<file path="src/rtl/pvge_pkg.sv">
// Package for the PV gradient parameter estimator.
// Holds register indexes, formats and saturation helpers; no dependencies.
package pvge_pkg;

  localparam int SampleFracBits = 16;
  localparam int ParamFracBits  = 32;
  localparam int SampleW        = 32;
  localparam int ParamW         = 48;
  localparam int CfgIdxW        = 3;
  localparam int CfgDataW       = 48;

  localparam logic [CfgIdxW-1:0] RegIgLevel    = 3'd0;
  localparam logic [CfgIdxW-1:0] RegGain11     = 3'd1;
  localparam logic [CfgIdxW-1:0] RegGain12     = 3'd2;
  localparam logic [CfgIdxW-1:0] RegGain21     = 3'd3;
  localparam logic [CfgIdxW-1:0] RegGain22     = 3'd4;
  localparam logic [CfgIdxW-1:0] RegAlphaStart = 3'd5;
  localparam logic [CfgIdxW-1:0] RegBetaStart  = 3'd6;
  localparam logic [CfgIdxW-1:0] RegStepSize   = 3'd7;

  localparam logic [31:0] Ln2Q32 = 32'd2977044472;

  // Datapath operation selects issued by the controller.
  typedef enum logic [3:0] {
    OP_NONE,
    OP_LOAD,
    OP_LOG_STEP,
    OP_LOG_SCALE,
    OP_VA,
    OP_ERR,
    OP_G1,
    OP_G2,
    OP_U1,
    OP_U2,
    OP_D1,
    OP_D2,
    OP_UPDATE
  } op_t;

  // Multiplies run over phases 0..2 (partial products) and 3 (result).
  typedef struct packed {
    op_t        op;
    logic [1:0] phase;
    logic       restart;
  } cmd_t;

  typedef struct packed {
    logic domain_err;
  } status_t;

  // Clamp a 128-bit signed value to 48 bits.
  function automatic logic signed [ParamW-1:0] sat48(input logic signed [127:0] v);
    logic signed [127:0] hi;
    logic signed [127:0] lo;
    hi = (128'sd1 <<< (ParamW - 1)) - 128'sd1;
    lo = -(128'sd1 <<< (ParamW - 1));
    if (v > hi) begin
      return hi[ParamW-1:0];
    end else if (v < lo) begin
      return lo[ParamW-1:0];
    end
    return v[ParamW-1:0];
  endfunction

endpackage

</file>
<file path="src/rtl/pvge_ctrl.sv">
// Controller for the PV gradient parameter estimator.
// Sequences the datapath; multiplies span phases. Uses pvge_pkg.
module pvge_ctrl (
  input  logic              clk,
  input  logic              rst,
  input  logic              in_fire,
  input  logic              in_restart,
  input  logic              out_fire,
  input  pvge_pkg::status_t status,
  output logic              busy,
  output logic              out_valid,
  output pvge_pkg::cmd_t    cmd
);

  localparam logic [2:0] S_IDLE  = 3'd0;
  localparam logic [2:0] S_LOG   = 3'd1;
  localparam logic [2:0] S_MATH  = 3'd2;
  localparam logic [2:0] S_OUT   = 3'd3;

  logic [2:0] state;
  logic [2:0] state_next;
  logic [4:0] count;
  logic [4:0] count_next;
  logic [1:0] sub;
  logic [1:0] sub_next;
  logic       restart;
  logic       is_mul;

  pvge_pkg::op_t math_ops [10];
  pvge_pkg::op_t math_op;
  assign math_ops[0] = pvge_pkg::OP_LOG_SCALE;
  assign math_ops[1] = pvge_pkg::OP_VA;
  assign math_ops[2] = pvge_pkg::OP_ERR;
  assign math_ops[3] = pvge_pkg::OP_G1;
  assign math_ops[4] = pvge_pkg::OP_G2;
  assign math_ops[5] = pvge_pkg::OP_U1;
  assign math_ops[6] = pvge_pkg::OP_U2;
  assign math_ops[7] = pvge_pkg::OP_D1;
  assign math_ops[8] = pvge_pkg::OP_D2;
  assign math_ops[9] = pvge_pkg::OP_UPDATE;

  always_comb begin
    math_op = math_ops[count[3:0]];
    case (math_op) inside
      pvge_pkg::OP_VA, pvge_pkg::OP_G1, pvge_pkg::OP_G2, pvge_pkg::OP_U1,
      pvge_pkg::OP_U2, pvge_pkg::OP_D1, pvge_pkg::OP_D2: is_mul = 1'b1;
      default: is_mul = 1'b0;
    endcase
  end

  always_comb begin
    state_next  = state;
    count_next  = count;
    sub_next    = sub;
    cmd.op      = pvge_pkg::OP_NONE;
    cmd.phase   = '0;
    cmd.restart = in_restart;
    unique case (state)
      S_IDLE: begin
        if (in_fire) begin
          cmd.op     = pvge_pkg::OP_LOAD;
          state_next = S_LOG;
          count_next = '0;
        end
      end
      S_LOG: begin
        cmd.restart = restart;
        if (status.domain_err) begin
          state_next = S_OUT;
        end else begin
          cmd.op     = pvge_pkg::OP_LOG_STEP;
          count_next = count + 5'd1;
          if (count == 5'd31) begin
            state_next = S_MATH;
            count_next = '0;
          end
        end
      end
      S_MATH: begin
        cmd.op    = math_op;
        cmd.phase = sub;
        // Hold a multiply for four phases before advancing.
        if (is_mul && sub != 2'd3) begin
          sub_next = sub + 2'd1;
        end else begin
          sub_next   = '0;
          count_next = count + 5'd1;
          if (count == 5'd9) begin
            state_next = S_OUT;
          end
        end
      end
      S_OUT: begin
        if (out_fire) begin
          state_next = S_IDLE;
        end
      end
      default: state_next = S_IDLE;
    endcase
  end

  always_ff @(posedge clk) begin
    if (rst) begin
      state <= S_IDLE;
      count <= '0;
      sub   <= '0;
    end else begin
      state <= state_next;
      count <= count_next;
      sub   <= sub_next;
    end
    if (in_fire) begin
      restart <= in_restart;
    end
  end

  assign busy      = (state != S_IDLE);
  assign out_valid = (state == S_OUT);

endmodule

</file>
<file path="config.mk">
export PLATFORM = sky130hd
export DESIGN_NAME = pvge_ctrl
export DESIGN_NICKNAME = d
export VERILOG_FILES = /design/src/rtl/pvge_pkg.sv /design/src/rtl/pvge_ctrl.sv
export SDC_FILE = /design/constraint.sdc
export NUM_CORES = 1
export LEC_CHECK = 0
export BUFFER_PORTS_ARGS = -buffer_cell sky130_fd_sc_hd__buf_4
export CELL_PAD_IN_SITES_DETAIL_PLACEMENT = 2
export CELL_PAD_IN_SITES_GLOBAL_PLACEMENT = 2
export CORE_ASPECT_RATIO = 0.9
export CORE_MARGIN = 5
export CORE_UTILIZATION = 34
export CTS_CLUSTER_DIAMETER = 200
export CTS_CLUSTER_SIZE = 24
export DETAILED_ROUTE_END_ITERATION = 12
export PLACE_DENSITY = 0.85
export SLEW_MARGIN = 0
export SYNTH_ARGS = -nofsm -noshare
export SYNTH_HDL_FRONTEND = slang
export SYNTH_SLANG_ARGS = --single-unit
</file>
<file path="constraint.sdc">
create_clock -name clk -period 4.15 [get_ports clk]
set_input_delay 1.245 -clock clk [delete_from_list [all_inputs] [get_ports clk]]
set_output_delay 1.245 -clock clk [all_outputs]
set_load 0.01 [all_outputs]
</file>
# Word level (Yosys, flattened, before mapping)
# Memory sizes are Yosys's and may differ from the RTL's.
# Index checks and enable logic that the tools add are counted.
# classes
n_addsub	2
magnitude_cmp	1
eq_ne	19
n_mux	21
n_bitwise	1
n_reduce_logical	7
# ops
op	n
two-way mux 5 bit	4
two-way mux 3 bit	6
equality test 4 bit, second input constant	4
case mux 5 bit (3 select lines)	1
equality test 4 x 3 -> 1 bit, second input constant	3
inequality test 2 bit, second input constant	6
case mux 3 bit (4 select lines)	1
case mux 4 bit (3 select lines)	1
two-way mux 4 bit	2
OR reduction 7 bit	1
equality test 3 x 2 -> 1 bit, second input constant	2
two-way mux 2 bit	3
nonzero test 3 bit	2
adder 5 x 1 -> 5 bit, second input constant	1
equality test 5 x 4 -> 1 bit, second input constant	1
equality test 5 bit, second input constant	1
>= comparator 5 bit, second input constant	1
NOT 4 -> 5 bit	1
AND reduction 5 bit	1
AND reduction 4 bit	1
equality test 3 x 1 -> 1 bit, second input constant	1
zero test 3 bit	1
two-way mux 1 bit	3
inequality test 3 bit, second input constant	1
other kinds (2)	2
# word_totals
ff_bits	11
romBits	64
input_bits	6
output_inout_bits	9
n_memories	1
# memory_table
memory	words	width	rd	rd_clocked_by_memory_dff	write_ports	line_no	source
(no name shown)	16	4	1	0	0	pvge_ctrl.sv:43	math_op = math_ops[count[3:0]];

# Logic depth before layout (Yosys ltp)
# logic_depth
depth_word	10
mapped_depth	8

# Worst setup path before layout
# Ideal clock, no wire load.
# synth_timing
path_kind	input port to output port
start	input status
end	output cmd[4] (netlist bit)
t_arrival_ns	1.598
required_ns	2.905
slack_ns	1.307
cell_stages	2
path_buffers	0
path_cell_list	nand2b_1 > a21oi_1
# synth_lines
item	line_no	source
from (decl)	pvge_ctrl.sv:9	input pvge_pkg::status_t status,
to (decl)	pvge_ctrl.sv:12	output pvge_pkg::cmd_t cmd

==> metrics.md <==
| Metric | Value |
|---|---|
| Total number of H-tree levels | 1 |
| NetSw | 0.000277 W |
| CTS Buf Count | 3 |
| Yosys warnings | 0 |
| Syn Nets | 126 |
| Routed length per instance | 19.2 um |
| Startpoint Class | flip-flop |
| Worst EP arrival | 1990 ps |
| RSZ-0062 raised after global routing | no |
| Mapped Avg Cell Area | 8.01 um^2 |
| CTS tree | yes |
| Worst clock skew | 4.07 ps |
| Fmax | 309 MHz |
| Register area share after synthesis | 0.241 |
| Ys async rst share | 0 |
| Yosys reg bits | 10 |
| PortBufs | 14 |
| Final Cell Area | 1030 um^2 |
| Crit path cell chain | inv_1 > ha_1 > nor2_1 > a211oi_1 > a2111oi_0 > buf_4 |
| Top FF cell, synth | dfxtp_1 |
| CORE AREA | 2470 um^2 |
| NumNets Final | 141 |
| Fin crit share | 0.779 |
| All-Layer GR Usage | 0.171 |
| Width of the die | 63.4 um |
| Largest net degree at the start of global routing | 14 |
| Clk sinks | 10 |
| Reg power frac | 0.220 |
| Family with the most delay on the worst path | flip-flops |
| RePlAce Congestion | 0.790 |
| I/O pin count | 15 |
| Max-slew violation count | 0 |
| PwrDens | 559 nW/um^2 |
| Peak VDD IR | 0.000275 V |
| Critical-path top delay cell | dfxtp_1 |
| First-pass GRT wire length | 4950 um |
| Synth cell types | 36 |
| Max-cap violations | 0 |
| Clock Tree Root | clkbuf_4 |
| Initial antenna violation count | 0 |
| Cell-internal power | 0.000298 W |
| TNS Setup | 0 ps |
| Worst-skew pair later-pin latency | 270 ps |
| Sw frac | 0.482 |
| HPWL Detailed | 2280 um |
| Tightest Pin Transition | 588 ps |
| Logic pwr share | 0.618 |
| Crit path kind | reg2out |
| Status | finished, final reports clean |
| Final Hold Viols | 0 |
| Min Tclk post-route | 3230 ps |
| Hold Crit Class | reg2reg |
| Layout cells sized above 1 | 0.163 |
| Postcts setup bufs | 0 |
| Req. time, crit path | 2900 ps |
| Die height | 58.1 um |
| Gr ovfl total | 0 |
| Std cell rows | 17 |
| Vias in the first global route | 977 |
| Clock Path Buffers | 2 |
| Mapped Area | 873 um^2 |
| Initial DRC Count | 20 |
| Die area | 3680 um^2 |
| Leakage | 0.438 nW |
| Detailed-route via count | 865 |
| Final wirelength | 2890 um |
| Post-route ant nets | 0 |
| Post-synth EDFFs | 1 |
| Worst-path fanout max | 8 |
| Starting density of the core | 0.354 |
| Cell count after synthesis | 109 |
| Worst Path Buf+Inv | 2 |
| Clock transition at path regs | 80 ps |
| Dpl cell area | 995 um^2 |
| DR DRC count | 0 |
| Synthesis-to-layout area growth | 18.1% |
| CP peak stage delay | 510 ps |
| Final setup fails | 0 |
| Number of gates resized after CTS | 0 |
| ANT cells | 0 |
| Clk pwr share | 0.162 |
| DRT Pass-1 Iters | 4 |
| CP Capture Type | primary output |
| Hold_buf cts | 0 |
| Via-to-Cell Ratio | 5.73 |
| Max_slew headroom | 0.606 |
layout by cell type (no fill, tap or decap), types with 2 or more instances in the layout:
| cell | instances |
|---|---|
| buf_4 | 14 |
| a21oi_1 | 11 |
| a21o_1 | 2 |
| nand2b_1 | 7 |
| o211ai_1 | 2 |
| nand3_1 | 6 |
| nand2_1 | 7 |
| nor2b_1 | 3 |
| nor3_1 | 3 |
| o2111ai_1 | 3 |
| clkbuf_4 | 3 |
| nor3b_1 | 2 |
| ha_1 | 11 |
| a211oi_1 | 3 |
| nor2_1 | 5 |
| dfxtp_1 | 9 |
| a32o_1 | 2 |
| and2_1 | 2 |
| inv_1 | 10 |
final cells by class:
| class | count | area (um^2) |
|---|---|---|
| sequential | 10 | 210 |
| fill | 286 | 1440 |
| clock buffer | 4 | 36.3 |
| timing repair buffer | 14 | 105 |
| inverter | 10 | 37.5 |
| multi-input combinational | 85 | 607 |
| tap | 28 | 35.0 |
sequential cells by signal (all words and copies together), names as in the netlist:
signal	count
count	5
state	2
sub	2
restart	1
cells in the mapped netlist (3+ instances only):
master / n / area share
nor3_1: 3 / 0.017
nand2_1: 7 / 0.030
nand3_1: 6 / 0.034
dfxtp_1: 9 / 0.21
inv_1: 10 / 0.043
ha_1: 11 / 0.16
nor2b_1: 3 / 0.021
nor2_1: 5 / 0.021
nand2b_1: 7 / 0.050
a211oi_1: 3 / 0.026
clkbuf_1: 3 / 0.013
o2111ai_1: 3 / 0.030
a21oi_1: 11 / 0.063
power by group through the flow:
stage / Clock [W] / Sequential [W] / Combinational [W]
2_1_floorplan: 0 / 0.000124 / 0.000231
3_3_place_gp: 0 / 0.000127 / 0.000333
3_5_place_dp: 0 / 0.000129 / 0.000356
4_1_cts: 0.0000958 / 0.000127 / 0.000360
5_1_grt: 0.0000993 / 0.000130 / 0.000396
6_report: 0.0000933 / 0.000127 / 0.000356
cells by family after synthesis:
logic type,count (synthesis),synth area share
AOI/OAI and AO/OA,31,0.251
muxes,3,0.0372
adders and majority gates,11,0.158
buffers and inverters,14,0.0645
xor gates and xnor gates,1,0.0100
DFF,10,0.241
and+or+nand+nor,39,0.239
worst paths after layout:
check,slack (ps),startpoint,endpoint,cells past startpoint
max reg2reg,1460,count[0]$_SDFFE_PP0P_,state[0]$_SDFFE_PP0P_,7
min,500,sub[1]$_SDFFE_PP0P_,sub[1]$_SDFFE_PP0P_,2
max,920,count[0]$_SDFFE_PP0P_,cmd[5],6
min reg2reg,500,sub[1]$_SDFFE_PP0P_,sub[1]$_SDFFE_PP0P_,2
metrics by stage:
step / std cells / utilization / worst slack [ps] / hold WS (ps) / total power (W)
finish: 151 / 0.418 / 915 / 498 / 0.000576
global route: 151 / 0.418 / 739 / 537 / 0.000625
CTS: 151 / 0.418 / 869 / 501 / 0.000583
detailed placement: 147 / 0.403 / 1090 / 488 / 0.000486
global placement: 147 / 0.403 / 1130 / 472 / 0.000460
floorplan: 109 / - / 1310 / 453 / 0.000356
worst min-delay path, delay by kind of cell, from the launching register on:
family,cells,cell delay (ps)
and+or+nand+nor,1,70
DFF,1,330
AOI/OAI and AO/OA,1,60
routing by layer:
layer	GRT usage	share of wire
met3	0.0426	0.021
met2	0.310	0.51
met4	0.0178	0.0048
met5	0	0
met1	0.209	0.46
Note: power is estimated with default switching activity, not from simulation.
